### config.mk
export PLATFORM = sky130hd
export DESIGN_NAME = mtsl_queue
export DESIGN_NICKNAME = d
export VERILOG_FILES = /design/src/rtl/mtsl_pkg.sv /design/src/rtl/mtsl_queue.sv
export SDC_FILE = /design/constraint.sdc
export NUM_CORES = 1
export LEC_CHECK = 0
export ABC_CLOCK_PERIOD_IN_PS = 5700
export BUFFER_PORTS_ARGS = -buffer_cell sky130_fd_sc_hd__buf_2
export CAP_MARGIN = 20
export CORE_AREA = 5 5 111 139
export CTS_CLUSTER_DIAMETER = 60
export DETAILED_ROUTE_END_ITERATION = 10
export DIE_AREA = 0 0 116 144
export MAX_ROUTING_LAYER = met4
export SETUP_SLACK_MARGIN = 0.2
export SYNTH_ARGS = -nofsm -noshare
export SYNTH_HDL_FRONTEND = slang
export SYNTH_SLANG_ARGS = --single-unit
### constraint.sdc
create_clock -name clk -period 5.7 [get_ports clk]
set_input_delay 0.57 -clock clk [delete_from_list [all_inputs] [get_ports clk]]
set_output_delay 0.57 -clock clk [all_outputs]
set_load 0.1 [all_outputs]
### src/rtl/mtsl_pkg.sv
// Shared constants, codes and payload types for the sorted-list median block.
package mtsl_pkg;

  // List storage geometry.
  localparam int LIST_DEPTH = 1024;
  localparam int ELEM_WIDTH = 32;
  localparam int ADDR_W     = (LIST_DEPTH > 1) ? $clog2(LIST_DEPTH) : 1;
  localparam int CNT_W      = $clog2(LIST_DEPTH + 1);
  localparam int RES_W      = ELEM_WIDTH + 1;

  // Input mode codes.
  localparam logic [1:0] MODE_PUSH_FIRST  = 2'd0;
  localparam logic [1:0] MODE_PUSH_SECOND = 2'd1;
  localparam logic [1:0] MODE_COMPUTE     = 2'd2;

  // Input item as it arrives on the ports.
  typedef struct packed {
    logic [1:0]         mode;
    logic signed [31:0] value;
  } item_t;

  // Result item as it leaves on the ports.
  typedef struct packed {
    logic signed [RES_W-1:0] median_twice;
    logic                    empty_flag;
    logic                    overflow_flag;
  } result_t;

  // Classified operation handed from the front to the back through the queue.
  typedef struct packed {
    logic                         is_compute;
    logic                         to_second;
    logic signed [ELEM_WIDTH-1:0] elem;
  } op_t;

endpackage

### src/rtl/mtsl_queue.sv
// Short queue of classified operations between the front and the back.
module mtsl_queue (
  input  logic          clk,
  input  logic          rst,
  input  logic          push_valid,
  output logic          push_ready,
  input  mtsl_pkg::op_t push_op,
  output logic          pop_valid,
  input  logic          pop_ready,
  output mtsl_pkg::op_t pop_op
);
  import mtsl_pkg::*;

  localparam int QDEPTH = 4;
  localparam int QPTR_W = $clog2(QDEPTH);

  op_t               slots [QDEPTH];
  logic [QPTR_W-1:0] wr_ptr;
  logic [QPTR_W-1:0] rd_ptr;
  logic [QPTR_W:0]   fill;
  logic              do_push;
  logic              do_pop;

  assign push_ready = (fill != QDEPTH[QPTR_W:0]);
  assign pop_valid  = (fill != '0);
  assign pop_op     = slots[rd_ptr];
  assign do_push    = push_valid && push_ready;
  assign do_pop     = pop_valid && pop_ready;

  // Pointers and fill level.
  always_ff @(posedge clk) begin
    if (rst) begin
      wr_ptr <= '0;
      rd_ptr <= '0;
      fill   <= '0;
    end else begin
      if (do_push) begin
        wr_ptr <= wr_ptr + 1'b1;
      end
      if (do_pop) begin
        rd_ptr <= rd_ptr + 1'b1;
      end
      if (do_push && !do_pop) begin
        fill <= fill + 1'b1;
      end else if (do_pop && !do_push) begin
        fill <= fill - 1'b1;
      end
    end
  end

  // Entry storage.
  always_ff @(posedge clk) begin
    if (do_push) begin
      slots[wr_ptr] <= push_op;
    end
  end

endmodule

### Word-level counts from Yosys, hierarchy flattened

Memory sizes are Yosys's and may differ from the RTL's. A register that Yosys moved wholly into a read port is not among the register bits.
Cells that the tools add are included.

* add/sub/neg operators: 4
* equal/unequal tests: 1
* multiplexer cells: 6
* reductions and logical operators: 8

Operator list (number)
* 3-bit two-way mux: 2
* 2-bit by 1-bit adder with 2-bit output (second input constant): 2
* 1-bit logical AND: 4
* 2-bit two-way mux: 2
* 3-bit by 1-bit adder with 3-bit output (second input constant): 1
* 3-bit inequality test (second input constant): 1
* 3-bit nonzero test: 1
* 3-bit by 1-bit subtractor with 3-bit output (second input constant): 1
* 1-bit logical NOT: 2
* 1-bit two-way mux: 2
* 2-bit nonzero test: 1

* bits in registers: 7
* RAM bits: 136
* memories: 1

Memory list
* slots: depth 4, bits a word 34, rd ports 1, clocked after Yosys merged registers in 1, write ports 1, line mtsl_queue.sv:17 `op_t slots [QDEPTH];`

### Longest topological paths before layout

* depth in word-level cells: 6
* depth in mapped cells: 8

### Least setup slack after synthesis

OpenSTA, ideal clock, no wires.

* path type: input port to flip-flop
* from: input port push_valid
* to: memory slots[0][0] in the netlist's numbering, enable pin
* setup time: 394 ps
* arrival time: 1710 ps
* data required time: 5306 ps
* setup slack: 3596 ps
* cell stages on the path: 2
* path buffers: 0
* cell sequence: a21boi_2 -> and2_1

* longest elaborated chain between the ends: 3

RTL lines
* start: declaration: line mtsl_queue.sv:5 `input logic push_valid,`
* 1-bit logical AND: line mtsl_queue.sv:27 `assign do_push = push_valid && push_ready;`
* 1-bit two-way mux: line mtsl_queue.sv:53 `if (do_push) begin`
* 1-bit two-way mux (not written as such): line mtsl_queue.sv:54 `slots[wr_ptr] <= push_op;`
* end: declaration: line mtsl_queue.sv:17

Every way passes these cells.

==> results_dict.tcl <==
set metrics [dict create \
    status "finished clean" \
    synth.distinct_cells 24 \
    hold_slack_ns 0.367 \
    cp-start-kind "register" \
    drive_gt1_share_pct 44.1 \
    hp-class "primary input to register" \
    initial_core_util_pct 38.4 \
    die_y_um 144 \
    crit_arrival_ns 2.43 \
    globalRouteOverflowTotal 0 \
    post-cts-setup-buffers 0 \
    clock_skew_ns 0.00679 \
    synthCells 226 \
    die_area_um2 16700 \
    ys_seq_elements 145 \
    setup_viol 0 \
    coreArea_um2 14100 \
    ctsHoldBuffers 0 \
    grt_pass1_wl_um 15000 \
    cp_max_fo 27 \
    slew_headroom_pct 33.3 \
    clock_latency_ns 0.41 \
    clock_sinks 145 \
    path_cells "buf_4 -> mux4_1 -> buf_2" \
    dr.pass1.iters 4 \
    pre_cts_ws_ns 3.04 \
    cap_violations 0 \
    num_rows 49 \
    via_per_inst 4.83 \
    synth_top_family_by_area "multiplexers" \
    final_common_cell "edfxtp_1" \
    synthSimpleGateAreaFrac_pct 1.55 \
    synth-xor-area-share_pct 0.646 \
    grt_usage_pct 12.9 \
    max_freq_ghz 0.333 \
    layout_common_cells "136 x edfxtp_1, 73 x buf_2, 30 x mux4_2" \
    synth_compound_gate_area_share_pct 0.693 \
    crit_slowest_cell "mux4_1" \
    endpoint_kind "output pin" \
    crit_required_ns 5.13 \
    yosysWarnings 0 \
    grt_pass1_vias 2738 \
    synth_area_per_cell_um2 24.0 \
    gp_congestion 0.680 \
    initialDrtViolationCount 116 \
    fin_crit_sh_pct 52.7 \
    ys_seq_area_share_pct 78.7 \
    antenna_found_initial 2 \
    port_buffers 73 \
    slew_violations 0 \
    areaGrowthSynthToFinish_pct 19.5 \
    chipWidth_um 116 \
    place_hpwl_um 5510 \
    clk_pin_slew_ns 0.06 \
    crit_path_max_incr_delay_ns 0.65 \
    fin_crit_ns 3.00 \
    synthAdderAreaFrac_pct 1.52 \
    fin_ws_ns 2.70 \
    vias 2424 \
    wl_per_cell_um 19.0 \
    cts_tree "done" \
    detail-route-antenna-nets 0 \
    netlist_area_um2 5420 \
    synth_mux_area_share_pct 15.0 \
    final.setup.tns_ns 0 \
    htreeDepth 4 \
    path_class "register to output pin" \
    clockBufferDepth 2 \
    cts_inserted_buffers 17 \
    worst_slew_pin_slew_ns 1.00 \
    io-pin-count 74 \
    remaining_drc_errors 0 \
    rsz0062_at_grt "false" \
    synth_nets 270 \
    final_hold_viol_count 0 \
    nets 354 \
    grt_max_degree 35 \
    wl_um 9530 \
    ctsResizeCount 0 \
    cts_root_buffer "clkbuf_16" \
]
## Yosys cell counts
cell type / number / share of area, %
ha_1: 5 / 1.2
and2_1: 4 / 0.46
o31ai_1: 1 / 0.14
o311ai_0: 1 / 0.16
nor2_1: 8 / 0.55
nand2_1: 1 / 0.069
mux4_2: 30 / 12
dfxtp_1: 9 / 3.3
a21oi_1: 1 / 0.092
edfxtp_1: 136 / 75
a21boi_2: 1 / 0.21
mux4_1: 4 / 1.9
buf_6: 1 / 0.21
xor2_1: 4 / 0.65
nand2b_1: 2 / 0.23
mux2_2: 1 / 0.21
clkbuf_1: 2 / 0.14
fa_1: 1 / 0.37
or3_1: 2 / 0.23
inv_1: 3 / 0.21
buf_12: 3 / 1.1
buf_2: 3 / 0.28
mux2i_1: 2 / 0.37
o21ai_0: 1 / 0.092
## cell type report
type,count,area [um^2]
fillers,1230,7620
diodes,2,5.00
clock inverters,13,115
repair buffers,74,373
clock buffers,18,429
well taps,178,223
inverters,3,11.3
multi-input cells,69,1060
flip-flops and latches,145,4270
## stage by stage
stage               std cells  util (%)  area, um^2
floorplan                 226         -        5420
global placement          469      42.0        5930
detailed placement        469      42.0        5930
CTS                       500      45.9        6470
global route              502      45.9        6480
finish                    502      45.9        6480
## per-layer routing
metal / vias up / global-route usage (%) / wire length, um
met3: 8 / 4.69 / 581
met1: 1236 / 14.3 / 3860
met5: - / - / 0
li1: 1117 / - / -
met2: 63 / 20.9 / 4970
met4: 0 / 5.68 / 122
## worst paths after layout
check | to | slack [ns] | cells past startpoint | startpoint
min reg2reg | wr_ptr[1] | 0.53 | 2 | wr_ptr[1]
max | pop_op[31] | 2.70 | 3 | register
min | slots[1][17] | 0.37 | 1 | push_op[17]
max reg2reg | fill[2] | 3.45 | 8 | fill[0]
## sequential cells by signal, indices dropped and copies added (netlist names), named ones only
signal  flops
wr_ptr      2
rd_ptr      2
slots     136
fill        3
## kinds of logic after synthesis
| group | count (synthesis) |
|---|---|
| compound gates | 5 |
| xor+xnor | 4 |
| fa+ha+maj | 6 |
| buf+inv | 12 |
| flops | 145 |
| mux | 37 |
| simple gates | 17 |
## worst max-delay path, delay by kind of cell (launching register included)
kind                   cells  cell delay [ns]
buffers and inverters      2             0.86
flip-flops                 1             0.50
multiplexers               1             0.65
Power is not shown: default switching activity piles up to over one toggle a cycle in this logic, so the estimate is an artifact.
