--- src/rtl/mtsl_pkg.sv ---
// Shared constants, codes and payload types for the sorted-list median block.
package mtsl_pkg;

  // List storage geometry.
  localparam int LIST_DEPTH = 1024;
  localparam int ELEM_WIDTH = 32;
  localparam int ADDR_W     = (LIST_DEPTH > 1) ? $clog2(LIST_DEPTH) : 1;
  localparam int CNT_W      = $clog2(LIST_DEPTH + 1);
  localparam int RES_W      = ELEM_WIDTH + 1;

  // Input mode codes.
  localparam logic [1:0] MODE_PUSH_FIRST  = 2'd0;
  localparam logic [1:0] MODE_PUSH_SECOND = 2'd1;
  localparam logic [1:0] MODE_COMPUTE     = 2'd2;

  // Input item as it arrives on the ports.
  typedef struct packed {
    logic [1:0]         mode;
    logic signed [31:0] value;
  } item_t;

  // Result item as it leaves on the ports.
  typedef struct packed {
    logic signed [RES_W-1:0] median_twice;
    logic                    empty_flag;
    logic                    overflow_flag;
  } result_t;

  // Classified operation handed from the front to the back through the queue.
  typedef struct packed {
    logic                         is_compute;
    logic                         to_second;
    logic signed [ELEM_WIDTH-1:0] elem;
  } op_t;

endpackage

--- src/rtl/mtsl_front.sv ---
// Front stage: accepts input items, decodes the mode and drops unused codes.
module mtsl_front (
  input  logic            clk,
  input  logic            rst,
  input  logic            item_valid,
  output logic            item_ready,
  input  mtsl_pkg::item_t item,
  output logic            op_valid,
  input  logic            op_ready,
  output mtsl_pkg::op_t   op
);
  import mtsl_pkg::*;

  logic st_valid;
  op_t  st_op;
  logic dec_keep;
  op_t  dec_op;

  // The stage takes a new item when empty or when its content moves on.
  assign item_ready = !st_valid || op_ready;
  assign op_valid   = st_valid;
  assign op         = st_op;

  // Mode decode; the unused code produces no operation.
  always_comb begin
    dec_op.elem       = item.value[ELEM_WIDTH-1:0];
    dec_op.is_compute = 1'b0;
    dec_op.to_second  = 1'b0;
    dec_keep          = 1'b1;
    unique case (item.mode)
      MODE_PUSH_FIRST: begin
        dec_op.to_second = 1'b0;
      end
      MODE_PUSH_SECOND: begin
        dec_op.to_second = 1'b1;
      end
      MODE_COMPUTE: begin
        dec_op.is_compute = 1'b1;
      end
      default: begin
        dec_keep = 1'b0;
      end
    endcase
  end

  // Stage register.
  always_ff @(posedge clk) begin
    if (rst) begin
      st_valid <= 1'b0;
    end else if (item_valid && item_ready) begin
      st_valid <= dec_keep;
    end else if (op_ready) begin
      st_valid <= 1'b0;
    end
  end

  always_ff @(posedge clk) begin
    if (item_valid && item_ready) begin
      st_op <= dec_op;
    end
  end

endmodule

--- config.mk ---
export PLATFORM = sky130hd
export DESIGN_NAME = mtsl_front
export DESIGN_NICKNAME = d
export VERILOG_FILES = /design/src/rtl/mtsl_pkg.sv /design/src/rtl/mtsl_front.sv
export SDC_FILE = /design/constraint.sdc
export NUM_CORES = 1
export LEC_CHECK = 0
export ABC_AREA = 0
export BUFFER_PORTS_ARGS = -buffer_cell sky130_fd_sc_hd__buf_2
export CORE_MARGIN = 2
export CORE_UTILIZATION = 40
export DETAILED_ROUTE_END_ITERATION = 8
export PLACE_DENSITY = 0.77
export SYNTH_ARGS = -nofsm -noshare
export SYNTH_HDL_FRONTEND = slang
export SYNTH_SLANG_ARGS = --single-unit
--- constraint.sdc ---
create_clock -name clk -period 1.7 [get_ports clk]
set_input_delay 0.255 -clock clk [delete_from_list [all_inputs] [get_ports clk]]
set_output_delay 0.255 -clock clk [all_outputs]
set_load 0.03 [all_outputs]
After elaboration in Yosys (flattened, before gate mapping)
Index checks and enable logic that the tools add are counted.

word-level totals
  output and inout port bits = 36
  bits in registers = 35
  bits of input ports = 38

operators by class
  multiplexer cells = 5
  eq/ne operators = 2
  reductions and logical operators = 6

operators by type and width
  cell                                                              count
  1-bit 2-to-1 mux                                                  5
  3-bit OR reduction                                                1
  2-bit by 1-bit == test with 1-bit output (second input constant)  1
  2-bit == test (second input constant)                             1
  2-bit logical NOT                                                 1
  2-bit nonzero test                                                1
  1-bit logical AND                                                 1
  1-bit logical NOT                                                 1
  1-bit logical OR                                                  1

Depth between registers and ports, before layout
Gate-level depths: netlist of run 1.

  word-level depth = 4
  gate-level depth with buffers = 2
  depth with buffers taken out = 2

Worst setup path before layout of run 1
OpenSTA, ideal clock, no wires.

  path type = register to register
  start point = register st_valid, in the netlist op_valid
  end point = register st_op, in the netlist op[0], enable pin
  setup slack = 0.188 ns
  arrival = 1.136 ns
  stages on the path, launching flop included = 3
  path through = dfxtp_1 nand2b_4 and2_2

on the way
  longest elaborated chain between the ends = 3

ends and longest elaborated chain
  item                      line              RTL
  start: declaration        mtsl_front.sv:14  logic st_valid;
  start signal: assignment  mtsl_front.sv:51  st_valid <= dec_keep;
  1-bit logical NOT         mtsl_front.sv:20  assign item_ready = !st_valid || op_ready;
  1-bit logical OR          mtsl_front.sv:20
  named net item_ready      mtsl_front.sv:6   output logic item_ready,
  1-bit logical AND         mtsl_front.sv:58  if (item_valid && item_ready) begin
  end signal: assignment    mtsl_front.sv:59  st_op <= dec_op;
  end: declaration          mtsl_front.sv:15  op_t st_op;

The timed path passes the listed nets, and every way through them passes these cells.
A chain may end at the register's enable or synchronous reset.

Final worst setup path of run 1
  start point = register st_valid, in the netlist op_valid
  end point = output port item_ready

on the way
  longest elaborated chain between the ends = 2

ends and longest elaborated chain
  item               line
  1-bit logical NOT  mtsl_front.sv:20
  1-bit logical OR   mtsl_front.sv:20
  end: declaration   mtsl_front.sv:6

Every way passes these cells.

==> results_dict.tcl, run 1 <==
set metrics [dict create \
    status "completed" \
    p_comb_share_pct 11.6 \
    grt_util_all_layers_pct 13.4 \
    synth-xor-area-share_pct 0 \
    worst_setup_path_start_kind "flop" \
    leakagePower_nw 0.711 \
    cts_buffer_depth 2 \
    die_area_mm2 0.00317 \
    period_minus_slack_ps 1210 \
    synth.avg_cell_area_um2 26.7 \
    cts_num_sinks 35 \
    routed_via_density 4.39 \
    gp_congestion 0.651 \
    vias 676 \
    ant_nets 0 \
    fillers 187 \
    fp.dieW_um 56.3 \
    ir_drop_mv 0.888 \
    netSwitchingFraction_pct 21.8 \
    synth.mux.area_fraction_pct 0 \
    synth_fa_ha_area_share_pct 0 \
    synth_commonest_cells "34 x edfxtp_1, 2 x nor2b_1" \
    grt_pass1_vias 674 \
    layout-drive-gt1-share_pct 69.4 \
    relSlewSlack_pct 83.1 \
    timing.fmax_mhz 828 \
    areaGrowthSynthToFinish_pct 47.8 \
    postCtsSetupBuffers 0 \
    syn_area_mm2 0.00109 \
    clkTransAtPathRegs_ps 100 \
    die_height_um 56.3 \
    path_class "flop to primary output" \
    drcViolationCount 0 \
    multi_input_area_um2 52.6 \
    coreArea_mm2 0.00254 \
    tightest_slew_ps 253 \
    p_int_mw 1.54 \
    synth_nets 79 \
    p_per_area_mw_per_mm2 1220 \
    fin_skew_ps 10.2 \
    num_rows 18 \
    drt-initial-drc-count 16 \
    globalRouteOverflowTotal 0 \
    crit_arrival_ps 950 \
    crit_path_max_fanout 3 \
    maxSlewViolCount 0 \
    h-tree-depth 2 \
    pwr-share-seq_pct 51.8 \
    synth_seq_area_share_pct 95.2 \
    netlist_instances 41 \
    setup_viol 0 \
    initial_utilization_pct 43.0 \
    min-delay-path-class "primary input to flop" \
    clk_latency_ps 330 \
    yosysMostFrequentCell "edfxtp_1" \
    grt_pass1_wl_um 2960 \
    rsz0062_at_grt "no" \
    synth-edff-count 34 \
    clock_power_share_pct 36.7 \
    nNetsFinal 161 \
    regArea_mm2 0.00104 \
    yosys.area_share.simple_pct 3.09 \
    antenna_found_initial 0 \
    cts_hold_buf 0 \
    first_pass_iters 3 \
    cts_buffers 5 \
    post_cts_resize_count 0 \
    root_buffer "clkbuf_4" \
    netlist.area_leader.share_pct 93.4 \
    insertedDiodeCount 0 \
    cp-end-kind "primary output" \
    final_core_util_pct 63.5 \
    grt_max_degree 21 \
    yosysTopAreaCell "edfxtp_1" \
    ys_seq_elements 35 \
    cts_tree "yes" \
    crit_required_ps 1440 \
    synth_top_family_by_area "simple AND/OR/NAND/NOR gates" \
    synthFlopType "edfxtp_1" \
    synth_compound_area_share_pct 1.72 \
    fin_tns_setup_ps 0 \
    min_period_over_period_pct 71.1 \
    detail_route.wl_per_cell_um 12.6 \
    synthTopCellsByArea "edfxtp_1 93%, dfxtp_1 1.8%, nand2b_4 1.3%" \
    async_reset_ff_share_pct 0 \
    totalWireLength_um 1940 \
    io_pins 74 \
    numPortBuffers 73 \
    synthDistinctLibCells 7 \
    yosysWarnings 0 \
    switching_power_mw 0.429 \
    max-cap-violations 0 \
    final-hold-violation-count 0 \
]
power groups by stage:
stage | Combinational (mW) | Sequential, mW | Clock [mW]
floorplan | 0.0251 | 1.14 | 0
global placement | 0.224 | 1.04 | 0
detailed placement | 0.229 | 1.04 | 0
CTS | 0.230 | 1.02 | 0.745
global route | 0.240 | 1.02 | 0.782
finish | 0.227 | 1.02 | 0.720
cell usage in the layout (no fill, tap or decap):
| cell | count |
|---|---|
| buf_2 | 73 |
| edfxtp_1 | 34 |
| clkbuf_4 | 5 |
| nor2b_1 | 2 |
| bufinv_16 | 2 |
| buf_4 | 2 |
| nand2b_4 | 1 |
| and2_2 | 1 |
| a21bo_1 | 1 |
| a21oi_2 | 1 |
| clkinvlp_4 | 1 |
| dfxtp_1 | 1 |
logic make-up (layout without fill, tap and decap cells):
group | count (synthesis) | after routing
AO/OA/AOI/OAI | 2 | 2
buffers and inverters | 0 | 83
flip-flops | 35 | 35
AND/OR/NAND/NOR | 4 | 4
metal layers:
layer,track usage (%),share of wire (%)
met1,12.8,35
met2,21.2,51
met3,10.1,14
met4,6.12,0.62
met5,0,0
registers in the layout, indices dropped and copies added, names as in the netlist:
| name | count |
|---|---|
| op | 34 |
| op_valid | 1 |
cell type report:
cell class	count	share of cell area, %
Timing Repair Buffer	75	23.5
Clock buffer	5	2.32
Tap cell	30	2.32
Sequential cell	35	64.4
Clock inverter	3	4.18
Multi-Input combinational cell	6	3.25
final timing paths:
path	start	end	slack, ps	depth (start not counted)
worst max-delay path	op_valid	item_ready	490	2
worst min-delay path	rst	op_valid	80	2
worst max register to register	op_valid	op[11]	550	3
worst min register to register	op_valid	op_valid	500	2
worst max-delay path, cell delays in order, from the launching register on:
cell	delay, ps
dfxtp_1	390
nand2b_4	70
buf_2	170
through the flow:
stage,power [mW],hold WS (ps),worst slack (ps),std cells,cell area (um2)
finish,1.96,79.1,492,154,1620
global route,2.05,52.0,419,154,1620
CTS,1.99,57.3,464,154,1620
detailed placement,1.27,426,510,146,1510
global placement,1.26,416,538,146,1510
floorplan,1.17,317,188,41,1090
Power figures use the tool's default switching activity.
==> run 2, diff against run 1 <==
CORE_UTILIZATION = 36   (was 40)
PLACE_DENSITY = 0.74   (was 0.77)
clock period = 1 ns   (was 1.7 ns; I/O delays follow)
==> run 2 against run 1 <==
Effect of this change:
- the run now ends with negative setup slack left
- power grew 59%
- final cell count up 24%
- via count grew 27%
- clock power hardly changed
- hold slack improved by 47 ps
- highest routed layer unchanged
- core utilization up 14 points
- routed wire length increased by 64%
==> results_dict.tcl, run 2 (synthesis results as in run 1) <==
set metrics [dict create \
    max-cap-violations 0 \
    violations "negative setup slack" \
    num_rows 19 \
    period_minus_slack_ps 1090 \
    routed_via_density 4.49 \
    io_pins 74 \
    met1_usage_pct 19.9 \
    fin_ws_ps -94.2 \
    cp-end-kind "flop" \
    crit_chain "nand2b_4 -> and2_4 -> buf_12" \
    numPortBuffers 73 \
    relSlewSlack_pct 92.1 \
    clk_latency_ps 330 \
    crit_path_max_fanout 14 \
    tightest_slew_ps 119 \
    layout-drive-gt1-share_pct 56.3 \
    critPathMaxStageDelay_ps 370 \
    die_area_mm2 0.00349 \
    grt_pass1_wl_um 4620 \
    die_height_um 59.1 \
    drt-initial-drc-count 21 \
    place_ws_ps -25.7 \
    nNetsFinal 197 \
    final_core_util_pct 77.6 \
    antenna_found_initial 0 \
    fin_skew_ps 10.7 \
    clkTransAtPathRegs_ps 120 \
    netSwitchingFraction_pct 26.0 \
    drcViolationCount 0 \
    cpMaxStageDelayCell "dfxtp_4" \
    root_buffer "clkbuf_4" \
    vias 858 \
    rsz0062_at_grt "yes" \
    grt_util_all_layers_pct 19.2 \
    totalWireLength_um 3170 \
    p_comb_share_pct 20.5 \
    grt_pass1_vias 934 \
    status "complete, but fails checks" \
    cts_tree "yes" \
    crit_arrival_ps 1140 \
    fillers 140 \
    largest_register_ffs 34 \
    insertedDiodeCount 0 \
    initial_utilization_pct 38.7 \
    grt_most_used_layer "met2" \
    leakagePower_nw 0.941 \
    cts_buffers 5 \
    detail_route.wl_per_cell_um 16.6 \
    cts_buffer_depth 2 \
    final-hold-violation-count 0 \
    min-delay-path-class "primary input to flop" \
    cts_num_sinks 35 \
    first_pass_iters 4 \
    maxSlewViolCount 0 \
    gp_congestion 0.667 \
    clock_power_share_pct 23.2 \
    p_int_mw 2.31 \
    crit_required_ps 1040 \
    ir_drop_mv 1.16 \
    p_per_area_mw_per_mm2 1420 \
    fp.dieW_um 59.1 \
    coreArea_mm2 0.00283 \
    path_class "flop to flop" \
    setup_viol 69 \
    timing.fmax_mhz 914 \
    grt.met2_usage_pct 35.1 \
    min_period_over_period_pct 109 \
    globalRouteOverflowTotal 0 \
    h-tree-depth 2 \
    ant_nets 0 \
    switching_power_mw 0.811 \
    pwr-share-seq_pct 56.3 \
    grtUsageMet3_pct 8.30 \
    worst_setup_path_start_kind "flop" \
    grt_max_degree 17 \
    areaGrowthSynthToFinish_pct 101 \
    final_cell_mix "37 x buf_2, 37 x buf_6, 34 x edfxtp_1, 33 x dlygate4sd3_1, 5 x clkbuf_4" \
]
## run 2: worst paths after layout
kind         slack [ps]  startpoint  cells after the start  endpoint
max reg2reg         -90    op_valid                      3     op[1]
min                 130    item[33]                      2    op[32]
min reg2reg         620    op_valid                      3  op_valid
max                 -90    op_valid                      3     op[1]
## run 2: routing by layer
metal | wire length (um) | vias to the layer above | share of wire (%)
li1 | - | 395 | -
met1 | 1150 | 401 | 36
met2 | 1720 | 58 | 54
met3 | 276 | 4 | 8.7
met4 | 34 | 0 | 1.1
met5 | 0 | - | 0
## run 2: power groups by stage
stage               sequential [mW]  combinational [mW]  clock, mW
detailed placement             1.77               0.411          0
global placement               1.76               0.404          0
floorplan                      1.94              0.0446          0
finish                         1.76               0.641      0.723
global route                   1.77               0.668      0.798
CTS                            1.76               0.611      0.735
## run 2: through the flow
step | instances | area, um2 | hold slack, ps | setup TNS, ps | total power, mW
6_report | 191 | 2190 | 127 | -3770 | 3.12
2_1_floorplan | 41 | 1100 | 203 | -7550 | 1.99
3_3_place_gp | 148 | 1550 | 302 | -295 | 2.17
3_5_place_dp | 148 | 1550 | 306 | -652 | 2.18
5_1_grt | 191 | 2190 | 109 | -5840 | 3.23
4_1_cts | 190 | 2170 | 96.7 | -2840 | 3.10
## run 2: final cells by class
type	count	area (um2)	share of cell area, %
clock buffers	5	37.5	1.71
clock inverters	3	15.0	0.684
multi-input cells	6	53.8	2.45
flip-flops and latches	35	1040	47.6
well taps	31	38.8	1.77
repair buffers	111	1000	45.8
## run 2: repair_timing
item	CTS	global route
resized for setup	73	0
endpoints found under the setup margin	70	70
buffers inserted	1	0
endpoints found under the hold margin	33	0
hold buffers	33	0
cloned	0	1
## run 2: critical path: cells and delay by family (launching register included)
family,cells,cell delay [ps]
buffers and inverters,1,160
DFF,1,370
and+or+nand+nor,2,270
==> run 3, diff against run 2 <==
RECOVER_POWER = 100   (was unset)
==> run 3 against run 2 <==
Effect of this change:
- hold slack better by 21 ps
- sequential power hardly changed
- sequential cell count stayed put
- clock-buffer cell count stayed put
- the run still ends with negative setup slack left
==> results_dict.tcl, run 3 (synthesis results as in run 1) <==
set metrics [dict create \
    root_buffer "clkbuf_4" \
    r2r_slack_ps -100 \
    p_per_area_mw_per_mm2 1430 \
    critPathMaxStageDelay_ps 370 \
    routed_via_density 4.51 \
    numPortBuffers 73 \
    detail_route.wl_per_cell_um 16.7 \
    grt_max_degree 17 \
    crit_arrival_ps 1140 \
    drcViolationCount 0 \
    clk_latency_ps 330 \
    reg2reg_depth 3 \
    vias 861 \
    totalWireLength_um 3180 \
    grt_pass1_vias 934 \
    coreArea_mm2 0.00283 \
    place_ws_ps -25.7 \
    maxSlewViolCount 0 \
    ant_nets 0 \
    fp.dieW_um 59.1 \
    regArea_mm2 0.00104 \
    violations "negative setup slack" \
    status "complete, but fails checks" \
    worst_setup_path_start_kind "flop" \
    die_area_mm2 0.00349 \
    largest_register_ffs 34 \
    crit_path_max_fanout 14 \
    fillers 143 \
    timing.fmax_mhz 913 \
    fin_skew_ps 10.9 \
    cts_buffer_depth 2 \
    fin_ws_ps -95.5 \
    startpoint "op_valid" \
    max-cap-violations 0 \
    insertedDiodeCount 0 \
    num_rows 19 \
    tightest_slew_ps 171 \
    crit_required_ps 1040 \
    power_mw 3.13 \
    globalRouteOverflowTotal 0 \
    initial_utilization_pct 38.7 \
    drt-initial-drc-count 22 \
    gp_congestion 0.667 \
    min_period_over_period_pct 110 \
    nNetsFinal 197 \
    io_pins 74 \
    endpoint "op[1]" \
    first_pass_iters 4 \
    multi_input_area_um2 53.8 \
    min-delay-path-class "primary input to flop" \
    die_height_um 59.1 \
    layout_commonest_cell "buf_6" \
    cp-end-kind "flop" \
    layout-drive-gt1-share_pct 53.8 \
    ir_drop_mv 1.17 \
    r2r-end "op[1]" \
    h-tree-depth 2 \
    antenna_found_initial 0 \
    grt_util_all_layers_pct 19.2 \
    cts_num_sinks 35 \
    relSlewSlack_pct 88.6 \
    r2r-start "op_valid" \
    period_minus_slack_ps 1100 \
    cpMaxStageDelayCell "dfxtp_4" \
    grt_pass1_wl_um 4620 \
    cts_tree "yes" \
    cts_buffers 5 \
    rsz0062_at_grt "yes" \
    areaGrowthSynthToFinish_pct 100 \
    path_class "flop to flop" \
    final-hold-violation-count 0 \
    clkTransAtPathRegs_ps 120 \
    crit_chain "nand2b_4 -> and2_4 -> buf_12" \
    setup_viol 69 \
    leakagePower_nw 0.930 \
    final_cell_mix "37 x buf_6, 34 x edfxtp_1, 33 x dlygate4sd3_1, 33 x buf_2, 5 x clkbuf_4" \
]
## run 3: cell types whose count changed in the layout (fill, tap and decap cells not counted), sizes merged
| cell | before | now |
|---|---|---|
| buf | 77 | 73 |
| clkbuf | 6 | 10 |
## run 3: area by class of cell
type,instances,area share (%)
flip-flops and latches,35,47.7
repair buffers,111,45.7
multi-input cells,6,2.46
well taps,31,1.77
clock buffers,5,1.71
clock inverters,3,0.686
## run 3: routing by layer
metal  wire (um)  up-vias  GRT usage (%)
met2        1720       59           35.1
li1            -      395              -
met3         278        4           8.30
met4          34        0           5.52
met5           0        -              0
met1        1150      403           19.9
## run 3: worst max-delay path, delay by kind of cell, from the launching register on
| family | cells | cell delay (ps) |
|---|---|---|
| buffers and inverters | 1 | 160 |
| and+or+nand+nor | 2 | 270 |
| DFF | 1 | 370 |
## run 3: stage by stage
| step | util [%] | std cells | hold WS [ps] | TNS [ps] | cell area (um2) |
|---|---|---|---|---|---|
| finish | 77.4 | 191 | 148 | -3830 | 2190 |
| global route | 77.4 | 191 | 151 | -5840 | 2190 |
| CTS | 76.7 | 190 | 96.7 | -2840 | 2170 |
| detailed placement | 54.8 | 148 | 306 | -652 | 1550 |
| global placement | 54.8 | 148 | 302 | -295 | 1550 |
| floorplan | - | 41 | 203 | -7550 | 1100 |
## run 3: worst min path at each step
stage	end	slack [ps]	start	cells after the start
after floorplan	op_valid	200	rst	1
after global placement	op_valid	300	rst	2
after detailed placement	op_valid	310	rst	2
after CTS	op[33]	100	item[32]	2
after global routing	op[33]	150	item[32]	2
final	op[33]	150	item[32]	2
## run 3: report_power, final
group	switching, mW	internal, mW	total, mW
logic	0.303	0.336	0.639
registers	0.0465	1.71	1.76
clock network	0.466	0.262	0.728
## run 3: timing repair
action                                  4_1_cts  5_1_grt
pin swaps                                     0        0
endpoints found under the setup margin       70       70
hold buffers                                 33        0
cloned                                        0        1
gates resized for setup                      73        0
setup buffers                                 1        0
endpoints found under the hold margin        33        0
